--- config.mk ---
export PLATFORM = sky130hd
export DESIGN_NAME = edt_packet_pacer
export DESIGN_NICKNAME = d
export VERILOG_FILES = /design/src/rtl/core/edt_pkg.sv /design/src/rtl/core/edt_div.sv /design/src/rtl/core/edt_packet_pacer.sv
export SDC_FILE = /design/constraint.sdc
export NUM_CORES = 2
export LEC_CHECK = 0
export ABC_AREA = 1
export BUFFER_PORTS_ARGS = -buffer_cell sky130_fd_sc_hd__buf_4
export CORE_MARGIN = 5
export CORE_UTILIZATION = 30
export CTS_CLUSTER_DIAMETER = 50
export DETAILED_ROUTE_END_ITERATION = 7
export GPL_ROUTABILITY_DRIVEN = 0
export PLACE_DENSITY = 0.49
export SLEW_MARGIN = 20
export SYNTH_ARGS = -nofsm -noshare
export SYNTH_HDL_FRONTEND = slang
export SYNTH_SLANG_ARGS = --single-unit
--- constraint.sdc ---
create_clock -name i_clk -period 19.2 [get_ports i_clk]
set_input_delay 1.92 -clock i_clk [delete_from_list [all_inputs] [get_ports i_clk]]
set_output_delay 1.92 -clock i_clk [all_outputs]
set_load 0.01 [all_outputs]
--- src/rtl/core/edt_pkg.sv ---
package edt_pkg;

    // Nanoseconds per second, the scale of both divisions.
    localparam int unsigned NS_W = 30;
    localparam logic [NS_W-1:0] NS_PER_S = 30'd1000000000;

    // Largest value the measured rate can hold.
    localparam logic [47:0] RATE_MAX = 48'hFFFF_FFFF_FFFF;

    // Width of the spacing product len * 1e9 and its left alignment in the dividend.
    localparam int unsigned DLY_BITS = 46;
    localparam int unsigned DLY_ALIGN = 64 - DLY_BITS;

    // Iteration counts of the divider.
    localparam logic [6:0] DIV_CNT_DLY = 7'd46;
    localparam logic [6:0] DIV_CNT_RATE = 7'd64;

    // Register values after reset.
    localparam logic [36:0] TARGET_RATE_RST = 37'd125000000;
    localparam logic [36:0] INITIAL_RATE_RST = 37'd125000000;
    localparam logic [39:0] MEASURE_INTERVAL_RST = 40'd100000000;
    localparam logic [39:0] MAX_AHEAD_RST = 40'd1000000000;

    // Configuration register indexes.
    typedef enum logic [7:0] {
        CFG_TARGET_RATE = 8'd0,
        CFG_INITIAL_RATE = 8'd1,
        CFG_MEASURE_INTERVAL = 8'd2,
        CFG_MAX_AHEAD = 8'd3
    } t_cfg_idx;

    // Packet event entering the pacer.
    typedef struct packed {
        logic [15:0] pkt_len;
        logic [63:0] now_ns;
        logic [63:0] req_stamp;
        logic        non_tcp_sock;
    } t_edt_in;

    // Verdict leaving the pacer.
    typedef struct packed {
        logic        verdict;
        logic [63:0] depart_stamp;
        logic [47:0] measured_rate;
        logic [63:0] packets_seen;
    } t_edt_out;

    // Request to the shared divider.
    typedef struct packed {
        logic        start;
        logic [63:0] hi;
        logic [63:0] lo;
        logic [63:0] den;
        logic [6:0]  count;
    } t_div_req;

    // Answer from the shared divider.
    typedef struct packed {
        logic        done;
        logic [63:0] quot;
    } t_div_rsp;

endpackage

--- src/rtl/core/edt_div.sv ---
module edt_div
    import edt_pkg::*;
(
    input  logic     i_clk,
    input  logic     i_rst_n,
    input  t_div_req i_req,
    output t_div_rsp o_rsp
);

    logic        r_busy;
    logic        r_done;
    logic [6:0]  r_cnt;
    logic [63:0] r_rem;
    logic [63:0] r_lo;
    logic [63:0] r_den;
    logic [63:0] r_quo;

    logic [64:0] n_shift;
    logic [64:0] n_diff;
    logic        n_ge;

    // One restoring step: shift in the next dividend bit and try the subtract.
    always_comb begin
        n_shift = {r_rem, r_lo[63]};
        n_diff  = n_shift - {1'b0, r_den};
        n_ge    = (n_shift >= {1'b0, r_den});
    end

    // Sequencing of the iterations.
    always_ff @(posedge i_clk) begin
        if (!i_rst_n) begin
            r_busy <= 1'b0;
            r_done <= 1'b0;
            r_cnt  <= '0;
        end else begin
            r_done <= 1'b0;
            if (i_req.start) begin
                r_busy <= 1'b1;
                r_cnt  <= i_req.count;
            end else if (r_busy) begin
                r_cnt <= r_cnt - 7'd1;
                if (r_cnt == 7'd1) begin
                    r_busy <= 1'b0;
                    r_done <= 1'b1;
                end
            end
        end
    end

    // Remainder, dividend and quotient words.
    always_ff @(posedge i_clk) begin
        if (i_req.start) begin
            r_rem <= i_req.hi;
            r_lo  <= i_req.lo;
            r_den <= i_req.den;
            r_quo <= '0;
        end else if (r_busy) begin
            r_rem <= n_ge ? n_diff[63:0] : n_shift[63:0];
            r_lo  <= {r_lo[62:0], 1'b0};
            r_quo <= {r_quo[62:0], n_ge};
        end
    end

    assign o_rsp.done = r_done;
    assign o_rsp.quot = r_quo;

endmodule

--- src/rtl/core/edt_packet_pacer.sv ---
// Earliest-departure-time pacer for one flow, one packet at a time.
// A scheduled packet takes the multiplier and the delay division, a dropped one skips both;
// closing the measuring window adds a second pass (a saturated rate skips the division).
// Each pass uses the shared 32x30 multiplier and the one-bit-per-cycle divider (46 or 64 steps).
// One packet is taken at a time: the input stalls until the result
// is registered. Reset (synchronous, active low) clears the flow state and loads the defaults.
module edt_packet_pacer
    import edt_pkg::*;
#(
    parameter int unsigned COUNT_BITS = 48
) (
    input  logic        i_clk,
    input  logic        i_rst_n,
    input  logic        i_in_valid,
    output logic        o_in_stall,
    input  t_edt_in     i_in_data,
    output logic        o_out_valid,
    input  logic        i_out_stall,
    output t_edt_out    o_out_data,
    input  logic        i_cfg_valid,
    output logic        o_cfg_ready,
    input  logic [7:0]  i_cfg_index,
    input  logic [63:0] i_cfg_data
);

    localparam int unsigned CW1 = COUNT_BITS + 1;

    typedef enum logic [9:0] {
        S_IDLE   = 10'b00_0000_0001,
        S_DECIDE = 10'b00_0000_0010,
        S_MUL_LO = 10'b00_0000_0100,
        S_MUL_HI = 10'b00_0000_1000,
        S_COMB   = 10'b00_0001_0000,
        S_LOAD   = 10'b00_0010_0000,
        S_DIV    = 10'b00_0100_0000,
        S_POST   = 10'b00_1000_0000,
        S_ELAPSE = 10'b01_0000_0000,
        S_DONE   = 10'b10_0000_0000
    } t_state;

    t_state r_state;

    // Configuration registers.
    logic [36:0] r_target_rate;
    logic [36:0] r_initial_rate;
    logic [39:0] r_measure_interval;
    logic [39:0] r_max_ahead;

    // Flow state.
    logic [63:0]           r_last;
    logic [63:0]           r_wstart;
    logic [47:0]           r_rate;
    logic [COUNT_BITS-1:0] r_wbytes;
    logic [63:0]           r_total;

    // Latched packet and working registers.
    logic [15:0] r_len;
    logic [63:0] r_now;
    logic [63:0] r_stamp;
    logic        r_non_tcp;
    logic [63:0] r_send;
    logic        r_verdict;
    logic [63:0] r_depart;
    logic        r_op_rate;
    logic [63:0] r_mul_a;
    logic [61:0] r_p0;
    logic [61:0] r_p1;
    logic [63:0] r_hi;
    logic [63:0] r_lo;
    logic [63:0] r_den;
    logic [63:0] r_elapsed;

    // Output register.
    logic     r_out_valid;
    t_edt_out r_out;

    // Combinational helpers.
    logic                  n_rate_zero;
    logic [CW1-1:0]        n_wsum;
    logic [COUNT_BITS-1:0] n_wbytes;
    logic [63:0]           n_ahead;
    logic                  n_drop;
    logic [31:0]           n_mul_in;
    logic [61:0]           n_mul_out;
    logic [127:0]          n_prod;
    logic [64:0]           n_next_sum;
    logic [63:0]           n_next;
    logic [63:0]           n_elapsed;
    logic                  n_out_free;
    t_div_req              div_req;
    t_div_rsp              div_rsp;

    // The configuration port never holds a write off.
    assign o_cfg_ready = 1'b1;
    assign o_in_stall  = (r_state != S_IDLE);
    assign o_out_valid = r_out_valid;
    assign o_out_data  = r_out;

    // Entry: re-initialise on a zero rate, then count the packet.
    always_comb begin
        n_rate_zero = (r_rate == '0);
        n_wsum      = CW1'(n_rate_zero ? '0 : r_wbytes) + CW1'(i_in_data.pkt_len);
        n_wbytes    = n_wsum[COUNT_BITS] ? '1 : n_wsum[COUNT_BITS-1:0];
    end

    // Drop test for packets from a non-TCP socket.
    always_comb begin
        n_ahead = r_last - r_now;
        n_drop  = r_non_tcp && (r_last > r_now) && (n_ahead > 64'(r_max_ahead));
    end

    // Shared multiplier: one 32-bit half of the operand times 1e9 per cycle.
    always_comb begin
        n_mul_in  = (r_state == S_MUL_LO) ? r_mul_a[31:0] : r_mul_a[63:32];
        n_mul_out = 62'(n_mul_in) * 62'(NS_PER_S);
        n_prod    = {66'd0, r_p0} + {34'd0, r_p1, 32'd0};
    end

    // Schedule step and window age.
    always_comb begin
        n_next_sum = {1'b0, r_last} + {1'b0, div_rsp.quot};
        n_next     = n_next_sum[64] ? '1 : n_next_sum[63:0];
        n_elapsed  = r_now - r_wstart;
        n_out_free = !r_out_valid || !i_out_stall;
    end

    // Divider start, from the registered operands.
    always_comb begin
        div_req.start = (r_state == S_LOAD) && !(r_op_rate && (r_hi >= r_den));
        div_req.hi    = r_hi;
        div_req.lo    = r_lo;
        div_req.den   = r_den;
        div_req.count = r_op_rate ? DIV_CNT_RATE : DIV_CNT_DLY;
    end

    edt_div u_div (
        .i_clk   (i_clk),
        .i_rst_n (i_rst_n),
        .i_req   (div_req),
        .o_rsp   (div_rsp)
    );

    // Configuration writes.
    always_ff @(posedge i_clk) begin
        if (!i_rst_n) begin
            r_target_rate      <= TARGET_RATE_RST;
            r_initial_rate     <= INITIAL_RATE_RST;
            r_measure_interval <= MEASURE_INTERVAL_RST;
            r_max_ahead        <= MAX_AHEAD_RST;
        end else if (i_cfg_valid && o_cfg_ready) begin
            case (i_cfg_index)
                CFG_TARGET_RATE:      r_target_rate      <= i_cfg_data[36:0];
                CFG_INITIAL_RATE:     r_initial_rate     <= i_cfg_data[36:0];
                CFG_MEASURE_INTERVAL: r_measure_interval <= i_cfg_data[39:0];
                CFG_MAX_AHEAD:        r_max_ahead        <= i_cfg_data[39:0];
                default: ;
            endcase
        end
    end

    // Result valid: set when a result is registered, cleared by its transfer.
    always_ff @(posedge i_clk) begin
        if (!i_rst_n) begin
            r_out_valid <= 1'b0;
        end else if ((r_state == S_DONE) && n_out_free) begin
            r_out_valid <= 1'b1;
        end else if (r_out_valid && !i_out_stall) begin
            r_out_valid <= 1'b0;
        end
    end

    // Sequencer and flow state.
    always_ff @(posedge i_clk) begin
        if (!i_rst_n) begin
            r_state     <= S_IDLE;
            r_last      <= '0;
            r_wstart    <= '0;
            r_rate      <= '0;
            r_wbytes    <= '0;
            r_total     <= '0;
        end else begin
            case (r_state)
                S_IDLE: begin
                    if (i_in_valid) begin
                        if (n_rate_zero) begin
                            r_last   <= '0;
                            r_wstart <= i_in_data.now_ns;
                            r_rate   <= 48'(r_initial_rate);
                        end
                        r_wbytes <= n_wbytes;
                        if (r_total != '1) begin
                            r_total <= r_total + 64'd1;
                        end
                        r_state <= S_DECIDE;
                    end
                end
                S_DECIDE: begin
                    r_state <= n_drop ? S_ELAPSE : S_MUL_LO;
                end
                S_MUL_LO: r_state <= S_MUL_HI;
                S_MUL_HI: r_state <= S_COMB;
                S_COMB:   r_state <= S_LOAD;
                S_LOAD: begin
                    if (div_req.start) begin
                        r_state <= S_DIV;
                    end else begin
                        // The quotient cannot fit: the rate saturates.
                        r_rate   <= RATE_MAX;
                        r_wstart <= r_now;
                        r_wbytes <= '0;
                        r_state  <= S_DONE;
                    end
                end
                S_DIV: begin
                    if (div_rsp.done) begin
                        r_state <= S_POST;
                    end
                end
                S_POST: begin
                    if (r_op_rate) begin
                        r_rate   <= (div_rsp.quot > 64'(RATE_MAX)) ? RATE_MAX
                                                                   : div_rsp.quot[47:0];
                        r_wstart <= r_now;
                        r_wbytes <= '0;
                        r_state  <= S_DONE;
                    end else begin
                        r_last  <= (n_next <= r_send) ? r_send : n_next;
                        r_state <= S_ELAPSE;
                    end
                end
                S_ELAPSE: begin
                    r_state <= (n_elapsed > 64'(r_measure_interval)) ? S_MUL_LO : S_DONE;
                end
                S_DONE: begin
                    if (n_out_free) begin
                        r_state <= S_IDLE;
                    end
                end
                default: r_state <= S_IDLE;
            endcase
        end
    end

    // Packet fields and datapath working registers.
    always_ff @(posedge i_clk) begin
        case (r_state)
            S_IDLE: begin
                r_len     <= i_in_data.pkt_len;
                r_now     <= i_in_data.now_ns;
                r_stamp   <= i_in_data.req_stamp;
                r_non_tcp <= i_in_data.non_tcp_sock;
            end
            S_DECIDE: begin
                r_send    <= (r_stamp < r_now) ? r_now : r_stamp;
                r_verdict <= n_drop;
                r_depart  <= r_stamp;
                r_op_rate <= 1'b0;
                r_mul_a   <= 64'(r_len);
            end
            S_MUL_LO: r_p0 <= n_mul_out;
            S_MUL_HI: r_p1 <= n_mul_out;
            S_COMB: begin
                if (r_op_rate) begin
                    r_hi  <= n_prod[127:64];
                    r_lo  <= n_prod[63:0];
                    r_den <= r_elapsed;
                end else begin
                    r_hi  <= '0;
                    r_lo  <= {n_prod[DLY_BITS-1:0], DLY_ALIGN'(0)};
                    r_den <= (r_target_rate == '0) ? 64'd1 : 64'(r_target_rate);
                end
            end
            S_POST: begin
                if (!r_op_rate && !(n_next <= r_send)) begin
                    r_depart <= n_next;
                end
            end
            S_ELAPSE: begin
                r_elapsed <= n_elapsed;
                r_op_rate <= 1'b1;
                r_mul_a   <= 64'(r_wbytes);
            end
            S_DONE: begin
                if (n_out_free) begin
                    r_out.verdict       <= r_verdict;
                    r_out.depart_stamp  <= r_depart;
                    r_out.measured_rate <= r_rate;
                    r_out.packets_seen  <= r_total;
                end
            end
            default: ;
        endcase
    end

endmodule

==> results.txt <==
----------------------------------------------------
[Run status]
  Status ... finished clean

[CTS]
  Clock Sinks ... 1529
  H-tree levels ... 4
  Clock-pin transition on the worst setup and hold timing paths ... 60 ps
  Cts repair resizes ... 0
  Clock tree from TritonCTS ... done
  Number of buffers inserted to repair setup after CTS ... 0
  CTS Root Cell ... clkbuf_16
  Clock network latency to the later pin of the worst-skew pair ... 920 ps
  Number of buffers on the longest clock path ... 4
  Hold-fix buffers, CTS ... 0
  Number of CTS-inserted buffers ... 208

[Critical path]
  Worst Setup Start Kind ... flip-flop
  Required time of the critical path ... 19790 ps
  RR Endpoint ... r_p0[39]
  Crit end category ... flip-flop
  Critical path class ... flip-flop to flip-flop
  Critical path's largest stage delay ... 660 ps
  Data arrival time at the worst-slack endpoint ... 9230 ps
  Register-to-Register Path Depth ... 30
  CP Max Fanout ... 37
  Setup crit end ... r_p0[39]
  Most Frequent Cell on Critical Path ... fa_1
  Critical Path Source ... r_state[4]
  Register-to-register path setup slack ... 10560 ps
  Reg-to-Reg Start ... r_state[4]
  Critical-path top delay cell ... o21ai_1

[Timing]
  Minimum period implied by the final worst setup slack ... 8643 ps
  Normalized max-slew margin ... 23.08%
  RSZ-0062 raised after global routing ... no
  Final setup vio count ... 0
  Upper clock frequency limit ... 115.7 MHz
  Skew final ... 97.91 ps
  Post-route clock period utilization ... 45.02%
  Worst hold slack ... 415.9 ps
  Number of hold-slack violations in the final timing report ... 0
  Least-Margin Pin Slew ... 1144 ps
  Sum of negative setup slack ... 0 ps
  Final number of max-transition violations ... 0

[Yosys]
  Mapped Nets ... 14010
  Top FF cell, synth ... edfxtp_1
  FFs w/ async S/R, synth ... 0%
  Synthesized area per cell ... 8.014 µm²
  Distinct cells, synth ... 74
  Sequential fraction of the synthesis area ... 40.00%
  Post-synthesis instance total ... 12680
  Synth cell count leaders ... 2973 x nand2_1, 2236 x inv_1, 1235 x nor2_1, 1003 x edfxtp_1, 844 x a21oi_1
  Yosys reg bits ... 1529
  Count of synthesis-stage warnings from yosys ... 0
  Post-synthesis instance area ... 101600 µm²
  Most common cell in the synthesized netlist ... nand2_1
  Portion of synthesized cell area occupied by the leading cell type ... 29.64%
  Number of flops mapped to enable cells by yosys ... 1003
  Dominant cell type by area after synthesis ... edfxtp_1
  Leading cell types by total area after synthesis ... edfxtp_1 30%, nand2_1 11%, dfxtp_1 10%, ha_1 9.8%, inv_1 8.3%

[Routing]
  Post-detailed-route via-to-cell ratio ... 4.788
  Post-Route WL ... 363300 µm
  First drt pass iteration count ... 6
  Total DRC errors in the routed layout ... 0
  Violation count after the first detailed-route iteration ... 6608
  Via count of the routed design ... 84950
  Post-route antenna net violation count ... 0
  Final routed wire length divided by cell count ... 20.48 µm

[Place]
  HPWL after DPL ... 293600 µm
  Buffers added on ports ... 376

[Die]
  Die footprint ... 350500 µm²
  Number of top-level pins ... 402
  Cell Rows ... 213
  Die height ... 592.0 µm
  Std-Cell Core Area ... 337100 µm²
  Initial standard-cell utilization of the core ... 30.14%
  Width of the die ... 592.0 µm

[Pwr]
  Lkg Pwr ... 52.54 nW
  Worst supply voltage drop on vdd ... 0.5663 mV
  Power per cell area ... 165.4 nW/µm²

[Final layout]
  Area of combinational cells with multiple inputs ... 51310 µm²
  Post-synthesis to final-layout area growth ... 14.47%
  Share of layout cells above drive strength 1 ... 7.003%
  Number of filler instances in the final layout ... 36040
  Area used by sequential logic in the layout ... 40650 µm²
  Post-layout net count ... 14360

[Global route]
  Number of antenna violations at the first check in global routing ... 50
  First-pass GRT wire length ... 533500 µm
  Leftover overflow at the end of global routing ... 0
  Via count of the first global-routing pass ... 81700
  Aggregate global-route resource usage ... 20.15%
  Pin count of the biggest net entering global routing ... 148

[Min path]
  Min-Delay Path Depth ... 0
  Worst min-delay path category ... flip-flop to flip-flop

[Flow run]
  Maximum Capacitance Violations ... 0

----------------------------------------------------
[layer usage]
metal	global-route usage, %	up-vias	wire length (µm)
li1	-	42070	-
met1	26.75	40200	160700
met2	32.94	2120	166400
met3	3.252	555	20500
met4	7.705	2	15770
met5	0	-	17
[final cells by class]
cell class / instances / share of cell area, %
antenna: 19 / 0.04088
clock buffer: 236 / 4.691
clock inverter: 146 / 1.168
inverter: 2254 / 7.287
multi-input combinational: 8599 / 44.11
sequential: 1529 / 34.95
tap: 4515 / 4.857
timing repair buffer: 445 / 2.900
[cell families (layout without fill, tap and decap cells)]
kind of cell	Yosys count	after routing	synth area share, %
AND/OR/NAND/NOR	5064	5064	20.38
other	1	20	0.003690
XOR/XNOR	292	292	2.517
AO/OA/AOI/OAI	2136	2136	11.57
buffers and inverters	2552	3081	9.607
flip-flops	1529	1529	40.00
adder cells (fa/ha/maj)	1105	1105	15.90
multiplexers	1	1	0.009851
[through the flow]
step | util [%] | setup WS, ps | std cells | power (mW) | cell area [µm²]
2_1_floorplan | - | 2870 | 12680 | 11.65 | 101600
3_3_place_gp | 32.46 | 10520 | 17340 | 15.35 | 109400
3_5_place_dp | 32.46 | 10500 | 17340 | 15.36 | 109400
4_1_cts | 34.49 | 10430 | 17720 | 19.28 | 116300
5_1_grt | 34.50 | 9707 | 17740 | 20.69 | 116300
6_report | 34.50 | 10560 | 17740 | 19.24 | 116300
[worst min-delay path by stage]
| stage | start | endpoint | slack [ps] |
|---|---|---|---|
| final | r_depart[30] | o_out_data[142] | 420 |
| after global routing | r_depart[32] | o_out_data[144] | 420 |
| after global placement | r_depart[56] | o_out_data[168] | 400 |
| after CTS | r_depart[32] | o_out_data[144] | 420 |
| after floorplan | r_depart[0] | o_out_data[112] | 400 |
| after detailed placement | r_depart[31] | o_out_data[143] | 400 |
[worst max-delay path, delay by kind of cell (launching register included)]
kind | cells | cell delay (ps)
adders and majority gates | 7 | 3300
AOI/OAI and AO/OA | 5 | 1510
and+or+nand+nor | 7 | 1400
DFF | 1 | 340
buffers and inverters | 8 | 840
xor gates and xnor gates | 3 | 890
[placed cells by master (no fill, tap or decap), types with 212 or more instances in the layout]
cell       netlist  layout
nand3_1        369     368
nand2_1       2973    2964
dfxtp_1        526     526
ha_1           794     794
edfxtp_1      1003    1003
xor2_1         212     212
fa_1           311     311
buf_4           21     442
inv_1         2236    2229
clkbuf_16        0     213
nor2_1        1235    1232
a21oi_1        844     843
o21ai_0        800     797
[registers in the layout, indices dropped and copies added, names as in the netlist, 64 cells and up]
| register | cells |
|---|---|
| o_out_data | 177 |
| r_den | 64 |
| r_depart | 64 |
| r_elapsed | 64 |
| r_last | 64 |
| r_now | 64 |
| r_send | 64 |
| r_stamp | 64 |
| r_total | 64 |
| r_wstart | 64 |
| u_div.r_den | 64 |
| u_div.r_quo | 64 |
| u_div.r_rem | 64 |
[where the power goes]
group / total [mW] / switching, mW / internal, mW / leakage [nW]
logic: 10.6 / 7.38 / 3.23 / 35.8
registers: 4.78 / 0.214 / 4.57 / 13.4
clock network: 3.85 / 1.63 / 2.21 / 3.32
No activity file was read; power rests on OpenSTA's default activity.
